## config.mk

```make
export PLATFORM = sky130hd
export DESIGN_NAME = uart_register_datagram_engine
export DESIGN_NICKNAME = d
export VERILOG_FILES = /design/src/hdl/urde_pkg.sv /design/src/hdl/urde_frame_tx.sv /design/src/hdl/urde_rx_search.sv /design/src/hdl/uart_register_datagram_engine.sv
export SDC_FILE = /design/constraint.sdc
export NUM_CORES = 1
export LEC_CHECK = 0
export BUFFER_PORTS_ARGS = -buffer_cell sky130_fd_sc_hd__buf_2
export CAP_MARGIN = 25
export CORE_MARGIN = 5
export CORE_UTILIZATION = 57
export CTS_CLUSTER_DIAMETER = 40
export DETAILED_ROUTE_END_ITERATION = 6
export PLACE_DENSITY = 0.82
export SETUP_SLACK_MARGIN = 0.1
export SLEW_MARGIN = 10
export SYNTH_ARGS = -nofsm -noshare
export SYNTH_HDL_FRONTEND = slang
export SYNTH_HIERARCHICAL = 1
export SYNTH_SLANG_ARGS = --single-unit
```

## constraint.sdc

```tcl
create_clock -name clock -period 7.14 [get_ports clock]
set_clock_uncertainty 0.15 [all_clocks]
set_input_delay 1.428 -clock clock [delete_from_list [all_inputs] [get_ports clock]]
set_output_delay 1.428 -clock clock [all_outputs]
set_load 0.005 [all_outputs]
```

## src/hdl/urde_pkg.sv

```systemverilog
// Shared types, constants and CRC-8 helpers of the register datagram engine.
`default_nettype none

package urde_pkg;

   localparam logic [7:0] SYNC_BYTE  = 8'h05;
   localparam logic [7:0] REPLY_ADDR = 8'hFF;
   localparam logic [7:0] CRC_POLY   = 8'h07;
   localparam logic [7:0] RX_LIMIT_RESET = 8'd20;
   localparam int         WINDOW_BYTES   = 8;
   localparam int         CRC_BITS       = 56;

   // Configuration register indexes (byte address bit 2).
   localparam logic REG_NODE_ADDRESS = 1'b0;
   localparam logic REG_RX_LIMIT     = 1'b1;

   // Result beat kinds.
   localparam logic KIND_TX      = 1'b0;
   localparam logic KIND_OUTCOME = 1'b1;

   typedef enum logic [1:0] {
      CMD_WRITE    = 2'd0,
      CMD_READ     = 2'd1,
      CMD_RX_BYTE  = 2'd2,
      CMD_END_WAIT = 2'd3
   } urde_cmd_type;

   // Frame request from the item register to the transmit sequencer.
   typedef struct packed {
      logic        active;
      logic        is_write;
      logic [6:0]  reg_address;
      logic [31:0] value;
   } urde_frame_req_type;

   // Commands from the item register to the receive search.
   typedef struct packed {
      logic       take;
      logic       arm;
      logic [6:0] arm_register;
      logic [7:0] data;
   } urde_rx_cmd_type;

   typedef struct packed {
      logic        found;
      logic [31:0] value;
   } urde_rx_status_type;

   // One byte through the CRC, data fed least significant bit first.
   function automatic logic [7:0] crc8_byte(input logic [7:0] acc_in, input logic [7:0] data);
      logic [7:0] acc;
      logic       fb;
      acc = acc_in;
      for (int b = 0; b < 8; b++) begin
         fb  = acc[7] ^ data[b];
         acc = {acc[6:0], 1'b0} ^ (fb ? CRC_POLY : 8'h00);
      end
      return acc;
   endfunction

   // Contribution of each single message bit to the CRC of a 56-bit message.
   function automatic logic [CRC_BITS-1:0][7:0] crc_columns();
      logic [CRC_BITS-1:0][7:0] cols;
      logic [7:0] acc;
      logic       fb;
      for (int pos = 0; pos < CRC_BITS; pos++) begin
         acc = 8'h00;
         for (int k = 0; k < CRC_BITS; k++) begin
            fb  = acc[7] ^ (k == pos);
            acc = {acc[6:0], 1'b0} ^ (fb ? CRC_POLY : 8'h00);
         end
         cols[pos] = acc;
      end
      return cols;
   endfunction

   localparam logic [CRC_BITS-1:0][7:0] CRC_COLUMNS = crc_columns();

   // CRC of a 56-bit message (bit k is the k-th bit fed) as a parity network.
   function automatic logic [7:0] crc8_message(input logic [CRC_BITS-1:0] msg);
      logic [7:0] acc;
      acc = 8'h00;
      for (int k = 0; k < CRC_BITS; k++) begin
         acc = acc ^ (msg[k] ? CRC_COLUMNS[k] : 8'h00);
      end
      return acc;
   endfunction

endpackage

`default_nettype wire

```

## src/hdl/urde_frame_tx.sv

```systemverilog
// Transmit sequencer: emits write and read-request frames one byte a beat.
`default_nettype none

module urde_frame_tx
   import urde_pkg::*;
(
   input  wire logic               clock,
   input  wire logic               reset,
   input  wire urde_frame_req_type frame_req,
   input  wire logic [7:0]         node_address,
   input  wire logic               advance,
   output logic [7:0]              tx_data,
   output logic                    tx_last
);

   logic [2:0] idx_ff, idx_in;
   logic [7:0] crc_ff, crc_in;

   always_comb begin
      case (idx_ff)
         3'd0: tx_data = SYNC_BYTE;
         3'd1: tx_data = node_address;
         3'd2: tx_data = {frame_req.is_write, frame_req.reg_address};
         3'd3: tx_data = frame_req.is_write ? frame_req.value[31:24] : crc_ff;
         3'd4: tx_data = frame_req.value[23:16];
         3'd5: tx_data = frame_req.value[15:8];
         3'd6: tx_data = frame_req.value[7:0];
         default: tx_data = crc_ff;
      endcase
      tx_last = frame_req.is_write ? (idx_ff == 3'd7) : (idx_ff == 3'd3);
   end

   always_comb begin
      idx_in = idx_ff;
      crc_in = crc_ff;
      if (advance && frame_req.active) begin
         if (tx_last) begin
            idx_in = 3'd0;
            crc_in = 8'h00;
         end else begin
            idx_in = idx_ff + 3'd1;
            crc_in = crc8_byte(crc_ff, tx_data);
         end
      end
   end

   always_ff @(posedge clock) begin
      if (reset) begin
         idx_ff <= 3'd0;
         crc_ff <= 8'h00;
      end else begin
         idx_ff <= idx_in;
         crc_ff <= crc_in;
      end
   end

endmodule

`default_nettype wire

```

## src/hdl/urde_rx_search.sv

```systemverilog
// Receive search: byte window, byte count and reply capture.
`default_nettype none

module urde_rx_search
   import urde_pkg::*;
(
   input  wire logic            clock,
   input  wire logic            reset,
   input  wire urde_rx_cmd_type rx_cmd,
   input  wire logic [7:0]      rx_limit,
   output urde_rx_status_type   rx_status
);

   logic [63:0] window_ff, window_in;
   logic [7:0]  taken_ff, taken_in;
   logic [6:0]  expect_ff, expect_in;
   logic        found_ff, found_in;
   logic [31:0] value_ff, value_in;

   logic [63:0]         window_next;
   logic [CRC_BITS-1:0] msg;
   logic                match;

   // The oldest byte sits in the top of the window and is fed to the CRC first.
   always_comb begin
      window_next = {window_ff[55:0], rx_cmd.data};
      for (int i = 0; i < WINDOW_BYTES - 1; i++) begin
         for (int b = 0; b < 8; b++) begin
            msg[8*i + b] = window_next[56 - 8*i + b];
         end
      end
      match = (window_next[63:56] == SYNC_BYTE) &&
              (window_next[55:48] == REPLY_ADDR) &&
              (window_next[46:40] == expect_ff) &&
              (crc8_message(msg) == window_next[7:0]);
   end

   always_comb begin
      window_in = window_ff;
      taken_in  = taken_ff;
      expect_in = expect_ff;
      found_in  = found_ff;
      value_in  = value_ff;
      if (rx_cmd.arm) begin
         window_in = 64'd0;
         taken_in  = 8'd0;
         expect_in = rx_cmd.arm_register;
         found_in  = 1'b0;
         value_in  = 32'd0;
      end else if (rx_cmd.take && (taken_ff < rx_limit)) begin
         window_in = window_next;
         taken_in  = taken_ff + 8'd1;
         if (!found_ff && (taken_ff >= 8'(WINDOW_BYTES - 1)) && match) begin
            found_in = 1'b1;
            value_in = window_next[39:8];
         end
      end
   end

   always_ff @(posedge clock) begin
      if (reset) begin
         window_ff <= 64'd0;
         taken_ff  <= 8'd0;
         expect_ff <= 7'd0;
         found_ff  <= 1'b0;
         value_ff  <= 32'd0;
      end else begin
         window_ff <= window_in;
         taken_ff  <= taken_in;
         expect_ff <= expect_in;
         found_ff  <= found_in;
         value_ff  <= value_in;
      end
   end

   assign rx_status.found = found_ff;
   assign rx_status.value = value_ff;

endmodule

`default_nettype wire

```

## src/hdl/uart_register_datagram_engine.sv

```systemverilog
// Top level of the register datagram engine: item register, result register, CSRs.
`default_nettype none

// Master side of a single-wire register datagram link with CRC-8 (polynomial
// 0x07, bits fed least significant first) protection. Each request beat carries
// a command in req_tuser: a write command produces the eight-byte write frame
// (sync, node address, register with bit 7 set, value most significant byte
// first, CRC) as eight result beats, a read command produces the four-byte read
// request and restarts the reply search, a received-byte command shifts one
// line byte into the search window and produces no result, and an end-of-wait
// command produces one outcome beat carrying the captured value and its
// validity. Frame bytes leave through a single result register at one byte a
// beat while the result channel is not stalled. A new request beat is taken
// in the same cycle that the previous item finishes; only a received-byte item
// can finish while a result waits on a stalled result channel. Reply capture
// happens in the cycle a byte is taken; the first window with sync, 0xFF, the
// requested register and a correct CRC wins, and at most rx_limit bytes are
// looked at after each read request. The node address and the receive limit
// are written through the CSR port at byte addresses 0 and 4; the user must
// write them only while the block is idle, which the block does not enforce.

module uart_register_datagram_engine
   import urde_pkg::*;
(
   input  wire logic        clock,
   input  wire logic        reset,
   // Request channel.
   input  wire logic        req_tvalid,
   output logic             req_tready,
   input  wire logic [47:0] req_tdata,   // reg_address[6:0], write_value[38:7], rx_byte[46:39]
   input  wire logic [1:0]  req_tuser,   // command[1:0]
   // Result channel.
   output logic             rsp_tvalid,
   input  wire logic        rsp_tready,
   output logic [47:0]      rsp_tdata,   // tx_byte[7:0], read_value[39:8], read_ok[40]
   output logic             rsp_tuser,   // kind[0]
   output logic             rsp_tlast,
   // Configuration port.
   input  wire logic        csr_psel,
   input  wire logic        csr_penable,
   input  wire logic        csr_pwrite,
   input  wire logic [2:0]  csr_paddr,
   input  wire logic [31:0] csr_pwdata,
   output logic [31:0]      csr_prdata,
   output logic             csr_pready
);

   // Configuration registers.
   logic [7:0] node_ff, limit_ff;
   logic       csr_write;

   assign csr_pready = 1'b1;
   assign csr_write  = csr_psel && csr_penable && csr_pwrite && csr_pready;

   always_ff @(posedge clock) begin
      if (reset) begin
         node_ff  <= 8'd0;
         limit_ff <= RX_LIMIT_RESET;
      end else if (csr_write) begin
         if (csr_paddr[2] == REG_RX_LIMIT) begin
            limit_ff <= csr_pwdata[7:0];
         end else begin
            node_ff <= csr_pwdata[7:0];
         end
      end
   end

   assign csr_prdata = (csr_paddr[2] == REG_RX_LIMIT) ? {24'd0, limit_ff} : {24'd0, node_ff};

   // Item register: holds the request beat being worked on.
   logic         cur_valid_ff, cur_valid_in;
   urde_cmd_type cur_cmd_ff;
   logic [6:0]   cur_reg_ff;
   logic [31:0]  cur_value_ff;
   logic [7:0]   cur_rxb_ff;

   logic req_accept, out_free, emit, done, is_end;

   urde_frame_req_type frame_req;
   urde_rx_cmd_type    rx_cmd;
   urde_rx_status_type rx_status;
   logic [7:0]         tx_data;
   logic               tx_last;

   assign req_accept = req_tvalid && req_tready;
   assign out_free   = !rsp_tvalid || rsp_tready;
   assign is_end     = (cur_cmd_ff == CMD_END_WAIT);

   // Every command other than a received byte puts one beat out per cycle that
   // the result register can take it; an item is done after its final beat.
   assign emit = cur_valid_ff && out_free && (cur_cmd_ff != CMD_RX_BYTE);
   assign done = cur_valid_ff &&
                 ((cur_cmd_ff == CMD_RX_BYTE) || (emit && (is_end || tx_last)));
   assign req_tready = !cur_valid_ff || done;

   always_comb begin
      cur_valid_in = cur_valid_ff;
      if (req_accept) begin
         cur_valid_in = 1'b1;
      end else if (done) begin
         cur_valid_in = 1'b0;
      end
   end

   always_ff @(posedge clock) begin
      if (reset) begin
         cur_valid_ff <= 1'b0;
      end else begin
         cur_valid_ff <= cur_valid_in;
      end
   end

   always_ff @(posedge clock) begin
      if (req_accept) begin
         cur_cmd_ff   <= urde_cmd_type'(req_tuser);
         cur_reg_ff   <= req_tdata[6:0];
         cur_value_ff <= req_tdata[38:7];
         cur_rxb_ff   <= req_tdata[46:39];
      end
   end

   assign frame_req.active      = cur_valid_ff &&
                                  ((cur_cmd_ff == CMD_WRITE) || (cur_cmd_ff == CMD_READ));
   assign frame_req.is_write    = (cur_cmd_ff == CMD_WRITE);
   assign frame_req.reg_address = cur_reg_ff;
   assign frame_req.value       = cur_value_ff;

   urde_frame_tx u_frame_tx (
      .clock        (clock),
      .reset        (reset),
      .frame_req    (frame_req),
      .node_address (node_ff),
      .advance      (emit),
      .tx_data      (tx_data),
      .tx_last      (tx_last)
   );

   // The search restarts once the whole read request has gone out, so later
   // received bytes always see the new register.
   assign rx_cmd.take         = cur_valid_ff && (cur_cmd_ff == CMD_RX_BYTE);
   assign rx_cmd.arm          = done && (cur_cmd_ff == CMD_READ);
   assign rx_cmd.arm_register = cur_reg_ff;
   assign rx_cmd.data         = cur_rxb_ff;

   urde_rx_search u_rx_search (
      .clock     (clock),
      .reset     (reset),
      .rx_cmd    (rx_cmd),
      .rx_limit  (limit_ff),
      .rx_status (rx_status)
   );

   // Result register.
   logic        rsp_valid_ff, rsp_valid_in;
   logic        rsp_kind_ff, rsp_last_ff, rsp_ok_ff;
   logic [7:0]  rsp_byte_ff;
   logic [31:0] rsp_value_ff;

   always_comb begin
      rsp_valid_in = rsp_valid_ff;
      if (emit) begin
         rsp_valid_in = 1'b1;
      end else if (rsp_tready) begin
         rsp_valid_in = 1'b0;
      end
   end

   always_ff @(posedge clock) begin
      if (reset) begin
         rsp_valid_ff <= 1'b0;
      end else begin
         rsp_valid_ff <= rsp_valid_in;
      end
   end

   always_ff @(posedge clock) begin
      if (emit) begin
         rsp_kind_ff  <= is_end ? KIND_OUTCOME : KIND_TX;
         rsp_byte_ff  <= is_end ? 8'd0 : tx_data;
         rsp_last_ff  <= is_end ? 1'b1 : tx_last;
         rsp_value_ff <= (is_end && rx_status.found) ? rx_status.value : 32'd0;
         rsp_ok_ff    <= is_end && rx_status.found;
      end
   end

   assign rsp_tvalid = rsp_valid_ff;
   assign rsp_tuser  = rsp_kind_ff;
   assign rsp_tlast  = rsp_last_ff;
   assign rsp_tdata  = {7'd0, rsp_ok_ff, rsp_value_ff, rsp_byte_ff};

endmodule

`default_nettype wire

```

==> results of run 1 <==
==> final timing paths <==
| check | start | end | slack (ns) | cells past startpoint |
|---|---|---|---|---|
| max | u_frame_tx/idx_ff[2] | req_tready | 2.78 | 6 |
| min | u_rx_search/value_ff[22] | u_rx_search/value_ff[22] | 0.32 | 2 |
| max reg2reg | cur_cmd_ff[1] | u_rx_search/window_ff[25] | 3.71 | 6 |
| min reg2reg | u_rx_search/value_ff[22] | u_rx_search/value_ff[22] | 0.32 | 2 |
==> metrics by stage <==
step	power, mW	worst slack, ns	std cells	utilization (%)	hold WS [ns]
after floorplan	1.53	1.22	1067	-	0.294
after global placement	1.57	3.30	1360	60.0	0.307
after detailed placement	1.57	3.26	1360	60.0	0.313
after CTS	2.97	2.78	1414	65.0	0.320
after global routing	3.05	2.64	1414	65.0	0.330
final	2.95	2.78	1414	65.0	0.318
==> cells by family after synthesis <==
logic type	after synthesis	share of synthesized area (%)
xor gates and xnor gates	137	15.6
DFF	225	49.1
other	2	0.0679
muxes	34	3.28
buffers and inverters	111	5.95
and+or+nand+nor	312	13.5
AOI/OAI and AO/OA	202	10.9
adders and majority gates	14	1.58
==> worst max-delay path: cells and delay by family (launching register included) <==
kind / cells / cell delay, ns
and+or+nand+nor: 1 / 0.12
muxes: 1 / 0.38
AOI/OAI and AO/OA: 1 / 0.33
DFF: 1 / 0.78
buffers and inverters: 2 / 0.25
adders and majority gates: 1 / 0.37
==> metal layers <==
layer | vias to the layer above | wire, um
met1 | 3573 | 10500
met3 | 58 | 1510
met5 | - | 0
met2 | 299 | 11400
met4 | 0 | 844
li1 | 3713 | -
==> registers in the layout (all words and copies together) (netlist names), 2 cells and up <==
signal	cells
u_rx_search/window_ff	56
cur_value_ff	32
rsp_value_ff	32
u_rx_search/value_ff	32
cur_rxb_ff	8
limit_ff	8
node_ff	8
rsp_byte_ff	8
u_frame_tx/crc_ff	8
u_rx_search/taken_ff	8
cur_reg_ff	7
u_rx_search/expect_ff	7
u_frame_tx/idx_ff	3
cur_cmd_ff	2
==> power breakdown <==
| group | total (mW) | internal, mW | switching (mW) |
|---|---|---|---|
| Clock | 1.41 | 0.841 | 0.565 |
| Combinational | 0.154 | 0.0662 | 0.0879 |
| Sequential | 1.39 | 1.37 | 0.0182 |
| Total | 2.95 | 2.28 | 0.671 |
==> final cells by class <==
type                       instances  area [um2]
multi-input combinational        731        5100
tap                              265         332
clock inverter                    22         211
clock buffer                      32         747
inverter                          14        52.6
timing repair buffer             125         646
fill                            1489        6750
sequential                       225        5430
==> Yosys cell counts, types with 5 or more instances <==
cell / count / area (um2)
a221oi_1: 7 / 61.3
buf_6: 12 / 135
dfxtp_1: 133 / 2660
o21ai_0: 19 / 95.1
nor2_1: 36 / 135
buf_4: 36 / 270
nor3_1: 7 / 35.0
and2_1: 43 / 269
edfxtp_1: 92 / 2760
clkbuf_1: 31 / 116
xnor2_1: 74 / 648
o21ai_1: 15 / 75.1
a21oi_1: 120 / 601
xnor3_1: 31 / 698
nand2_1: 155 / 582
mux2i_1: 16 / 160
ha_1: 14 / 175
nand2b_1: 6 / 37.5
inv_1: 14 / 52.6
buf_1: 5 / 18.8
buf_2: 11 / 55.1
xor2_1: 23 / 201
nand3_1: 39 / 195
mux2_2: 18 / 203
==> summary.md, run 1 <==
| Metric | Value |
|---|---|
| Status | `finished, final reports clean` |
| Core ar. | `19300 um2` |
| DRC viols | `0` |
| Largest net degree at the start of global routing | `between 90 and 100` |
| Vias in the first global route | `7240` |
| Highest clock rate | `between 0.2 and 0.25 GHz` |
| CTS Buf Count | `29` |
| Postcts setup bufs | `0` |
| Busiest grt layer | `met2` |
| CP Max Fanout | `19` |
| Hold Buf Count CTS | `0` |
| Hold Vio Cnt, Final | `0` |
| Worst Hold Class | `register to register` |
| Synth warn | `6` |
| Unique masters post-synth | `70` |
| Share of layout cells above drive strength 1 | `18.9%` |
| Clk slew on worst S/H paths | `0.06 ns` |
| Fin crit share | `61.0%` |
| Clock root cell | `clkbuf_16` |
| CP startpoint kind | `register` |
| Initial Utilization | `57.4%` |
| GRT Util Overall | `between 20% and 30%` |
| Resize count post-CTS | `0` |
| Sequential area share after synthesis | `49.1%` |
| Ys async rst share | `0%` |
| Num rows | `51` |
| Die Span Y | `149 um` |
| Pleak | `approximately 4.9 nW` |
| Slowest cell delay on critical path | `about 0.78 ns` |
| Syn_area_per_cell | `10.7 um2` |
| CTS max path bufs | `3` |
| Port Buffers | `between 100 and 150` |
| Mapped Cells | `1037` |
| Final wirelength | `24300 um` |
| Met2 global-route usage | `34.1%` |
| Number of detailed-route iterations in the first pass | `5` |
| Setup tns final | `0 ns` |
| Setup CP Type | `register to primary output` |
| Die X | `149 um` |
| RSZ-0062 raised after global routing | `false` |
| Req. time, crit path | `5.56 ns` |
| Vias | `~7600` |
| CP Capture Type | `primary output` |
| GPL Wtd Cong | `0.917` |
| H-tree levels | `1` |
| CTS Sinks | `225` |
| Critical Path AT | `2.78 ns` |
| CTS tree | `yes` |
| Cell Pwr Density | `236 nW/um2` |
| Flops & latches, synth | `approximately 230` |
| Crit-path slowest cell | `dfxtp_1` |
| Worst-Skew Late Latency | `0.55 ns` |
| Initial antenna violation count | `0` |
| Worst-margin pin slew | `0.972 ns` |
| Most frequent cells in the layout | `nand2_1, dfxtp_1, a21oi_1, buf_2, edfxtp_1` |
| Relative slew slack | `35.2%` |
| Crit path time final | `4.36 ns` |
| Worst path cell trace | `inv_1 -> ha_1 -> mux2_2 -> o22ai_1 -> nand2_1 -> buf_2` |
| Die ar. | `approximately 22000 um2` |
| Antenna cells | `0` |
| GR Layer Usage met3 | `3.59%` |
| Final setup violation count | `0` |
| Ports | `between 150 and 200` |
| Global-route wire length before repair | `approximately 38000 um` |
| Netlist Area Pre-Place | `11100 um2` |
| Final #Nets | `1232` |
| Initial drt markers | `647` |
| Routed len/inst | `17.2 um` |
| GR Util met1 | `28.6%` |
| Commonest non-fill, non-tap cell in the layout | `nand2_1` |
| Worst vdd ir | `200 uV` |
| Area after DPL | `11600 um2` |
| Design area | `between 10000 and 15000 um2` |
| Post-synth top flop | `dfxtp_1` |
| Final antenna-violating net count | `0` |
| Final Slew Violations | `0` |
| Max-cap violations | `0` |
| Area Overhead vs Synth | `13.2%` |
| Gr ovfl total | `0` |
| Via density | `5.41` |
| Number of synthesized flops with an enable pin | `~90` |
| HPWL after DPL | `16400 um` |
Note: power is estimated with default switching activity, not from simulation.
==> run 2: changes to the inputs <==
CORE_UTILIZATION = 52   (was 57)
PLACE_DENSITY = 0.79   (was 0.82)
clock period = 3.9 ns   (was 7.14 ns; I/O delays follow)
==> run 2 against run 1 <==
Non-clock buffer count rose by 11. Largest cell class unchanged. Flip-flop and latch count is the same. Critical path depth rose by 2. Highest routed layer unchanged.
==> summary.md, run 2 (synthesis results as in run 1) <==
| Metric | Value |
|---|---|
| Antenna cells | `0 (unchanged)` |
| CTS Sinks | `225 (unchanged)` |
| CP Max Fanout | `32 (was 19)` |
| Clock network power share | `48.5% (was 47.6%)` |
| Largest net degree at the start of global routing | `98 (unchanged)` |
| Net Switching | `1.25 mW (was 0.671 mW)` |
| Top reg by flops | `u_rx_search/window_ff (unchanged)` |
| Postcts setup bufs | `0 (unchanged)` |
| M1 WL | `10500 um (about the same)` |
| Port Buffers | `117 (unchanged)` |
| Number of detailed-route iterations in the first pass | `5 (unchanged)` |
| Final Slew Violations | `0 (unchanged)` |
| Global-route wire length before repair | `38700 um (was 37700 um)` |
| H-tree levels | `1 (unchanged)` |
| CTS tree | `yes (unchanged)` |
| Final setup violation count | `0 (unchanged)` |
| Total power draw | `5.50 mW (was 2.95 mW)` |
| Crit-path slowest cell | `a221o_2 (was dfxtp_1)` |
| Register area | `5430 um2 (unchanged)` |
| Util after Layout | `60.4% (was 65.0%)` |
| Worst path top cell family by delay | `XOR/XNOR gates (was flip-flops)` |
| RR Startpoint | `u_rx_search/window_ff[10] (was cur_cmd_ff[1])` |
| Most used cell, CP | `xnor3_1` |
| Highest clock rate | `0.291 GHz` |
| Switching Share | `22.8% (was 22.7%)` |
| Slowest cell delay on critical path | `0.56 ns (was 0.78 ns)` |
| Die Span Y | `156 um (was 149 um)` |
| Worst vdd ir | `392 uV (was 200 uV)` |
| Worst-Skew Late Latency | `0.54 ns (was 0.55 ns)` |
| Req. time, crit path | `4.21 ns (was 5.56 ns)` |
| Via density | `5.44 (was 5.41)` |
| Setup CP Type | `register to register (was register to primary output)` |
| CTS max path bufs | `3 (unchanged)` |
| CP startpoint kind | `register (unchanged)` |
| Clock root cell | `clkbuf_16 (unchanged)` |
| Gr ovfl total | `0 (unchanged)` |
| RSZ-0062 raised after global routing | `false (unchanged)` |
| Routed len/inst | `17.0 um (was 17.2 um)` |
| Core ar. | `21000 um2 (was 19300 um2)` |
| Most frequent cells in the layout | `nand2_1, dfxtp_1, a21oi_1, buf_2, edfxtp_1 (unchanged)` |
| Share of layout cells above drive strength 1 | `19.9% (was 18.9%)` |
| Resize count post-CTS | `0 (unchanged)` |
| Hold Vio Cnt, Final | `0 (unchanged)` |
| Met2 routed WL | `11700 um (was 11400 um)` |
| Gate power share | `5.2% (about the same)` |
| GRT Util Overall | `19.5% (was 21.0%)` |
| Clk slew on worst S/H paths | `0.06 ns (about the same)` |
| Cell Pwr Density | `435 nW/um2 (was 236 nW/um2)` |
| Final antenna-violating net count | `0 (unchanged)` |
| Initial Utilization | `52.8% (was 57.4%)` |
| Worst Hold Class | `input port to register (was register to register)` |
| Worst path cell trace | `xnor3_1 -> xnor3_1 -> xnor2_1 -> xnor3_1 -> mux2i_1 -> a221o_2 -> o21ai_0 -> a21oi_1 (was inv_1 -> ha_1 -> mux2_2 -> o22ai_1 -> nand2_1 -> buf_2)` |
| DRC viols | `0 (unchanged)` |
| Final wirelength | `24400 um (was 24300 um)` |
| Worst-margin pin slew | `0.969 ns (was 0.972 ns)` |
| Hold Buf Count CTS | `0 (unchanged)` |
| Initial antenna violation count | `0 (unchanged)` |
| Die X | `156 um (was 149 um)` |
| Min-Delay Startpoint | `req_tdata[45] (was u_rx_search/value_ff[22])` |
| Filler cell count | `1685 (was 1489)` |
| HPWL after DPL | `17200 um (was 16400 um)` |
| Vias in the first global route | `7577 (was 7240)` |
| Buf/Inv on CP | `0 (was 2)` |
| Num rows | `53 (was 51)` |
| Top layer used by detailed routing | `met4 (unchanged)` |
| Setup tns final | `0 ns (unchanged)` |
| Commonest non-fill, non-tap cell in the layout | `nand2_1 (unchanged)` |
| Status | `finished, final reports clean (unchanged)` |
| CP startpoint | `u_rx_search/window_ff[10] (was u_frame_tx/idx_ff[2])` |
| GPL Wtd Cong | `0.908 (was 0.917)` |
| CP Capture Type | `register (was primary output)` |
| Relative slew slack | `35.4% (was 35.2%)` |
| Seq pwr share | `46.3% (was 47.2%)` |
| Max-cap violations | `0 (unchanged)` |
| Area Overhead vs Synth | `14.6% (was 13.2%)` |
| Initial drt markers | `676 (was 647)` |
| Final #Nets | `1244 (was 1232)` |
| Int Power | `4.25 mW (was 2.28 mW)` |
| CTS Buf Count | `30 (was 29)` |
| Ports | `177 (unchanged)` |
| Pleak | `4.98 nW (was 4.90 nW)` |
| Multi-input gate area in the final layout | `5100 um2 (unchanged)` |
| Vias | `7820 (was 7643)` |
| Number of flip-flops in the largest register | `56 (unchanged)` |
| Met3 wire length | `1660 um (was 1510 um)` |
| Die ar. | `24300 um2 (was 22300 um2)` |
| Fin crit share | `88.2%` |
| Critical Path AT | `3.75 ns (was 2.78 ns)` |
| Crit path time final | `about 3.4 ns` |
-- run 2: stage by stage --
stage,cell area (um2),hold slack [ns],worst slack [ns],std cells
after floorplan,11200,0.294,0.406,1067
after global placement,11700,0.305,0.628,1381
after detailed placement,11700,0.313,0.522,1381
after CTS,12700,0.249,0.476,1437
after global routing,12700,0.244,0.255,1437
final,12700,0.270,0.462,1437
-- run 2: final timing paths --
kind                                   end  slack (ns)  cells after the start
setup / recovery  u_rx_search/value_ff[23]        0.46                      8
hold / removal               cur_rxb_ff[6]        0.27                      1
setup reg to reg  u_rx_search/value_ff[23]        0.46                      8
hold reg to reg   u_rx_search/value_ff[28]        0.32                      2
-- run 2: per-layer routing --
layer	global-route usage, %	vias up
met5	0	-
met4	5.25	0
met3	3.55	42
met2	32.1	279
met1	26.8	3746
li1	-	3753
-- run 2: power by group through the flow --
| stage | clock network (mW) | registers [mW] | logic, mW |
|---|---|---|---|
| after floorplan | 0 | 2.59 | 0.208 |
| after global placement | 0 | 2.60 | 0.280 |
| final | 2.67 | 2.55 | 0.285 |
| after global routing | 2.82 | 2.55 | 0.311 |
| after CTS | 2.71 | 2.55 | 0.286 |
| after detailed placement | 0 | 2.60 | 0.284 |
-- run 2: area by class of cell --
cell class | instances | area share, %
tap | 275 | 2.72
clock inverter | 19 | 1.44
multi-input combinational | 731 | 40.3
timing repair buffer | 136 | 5.75
sequential | 225 | 42.8
inverter | 14 | 0.415
clock buffer | 37 | 6.55
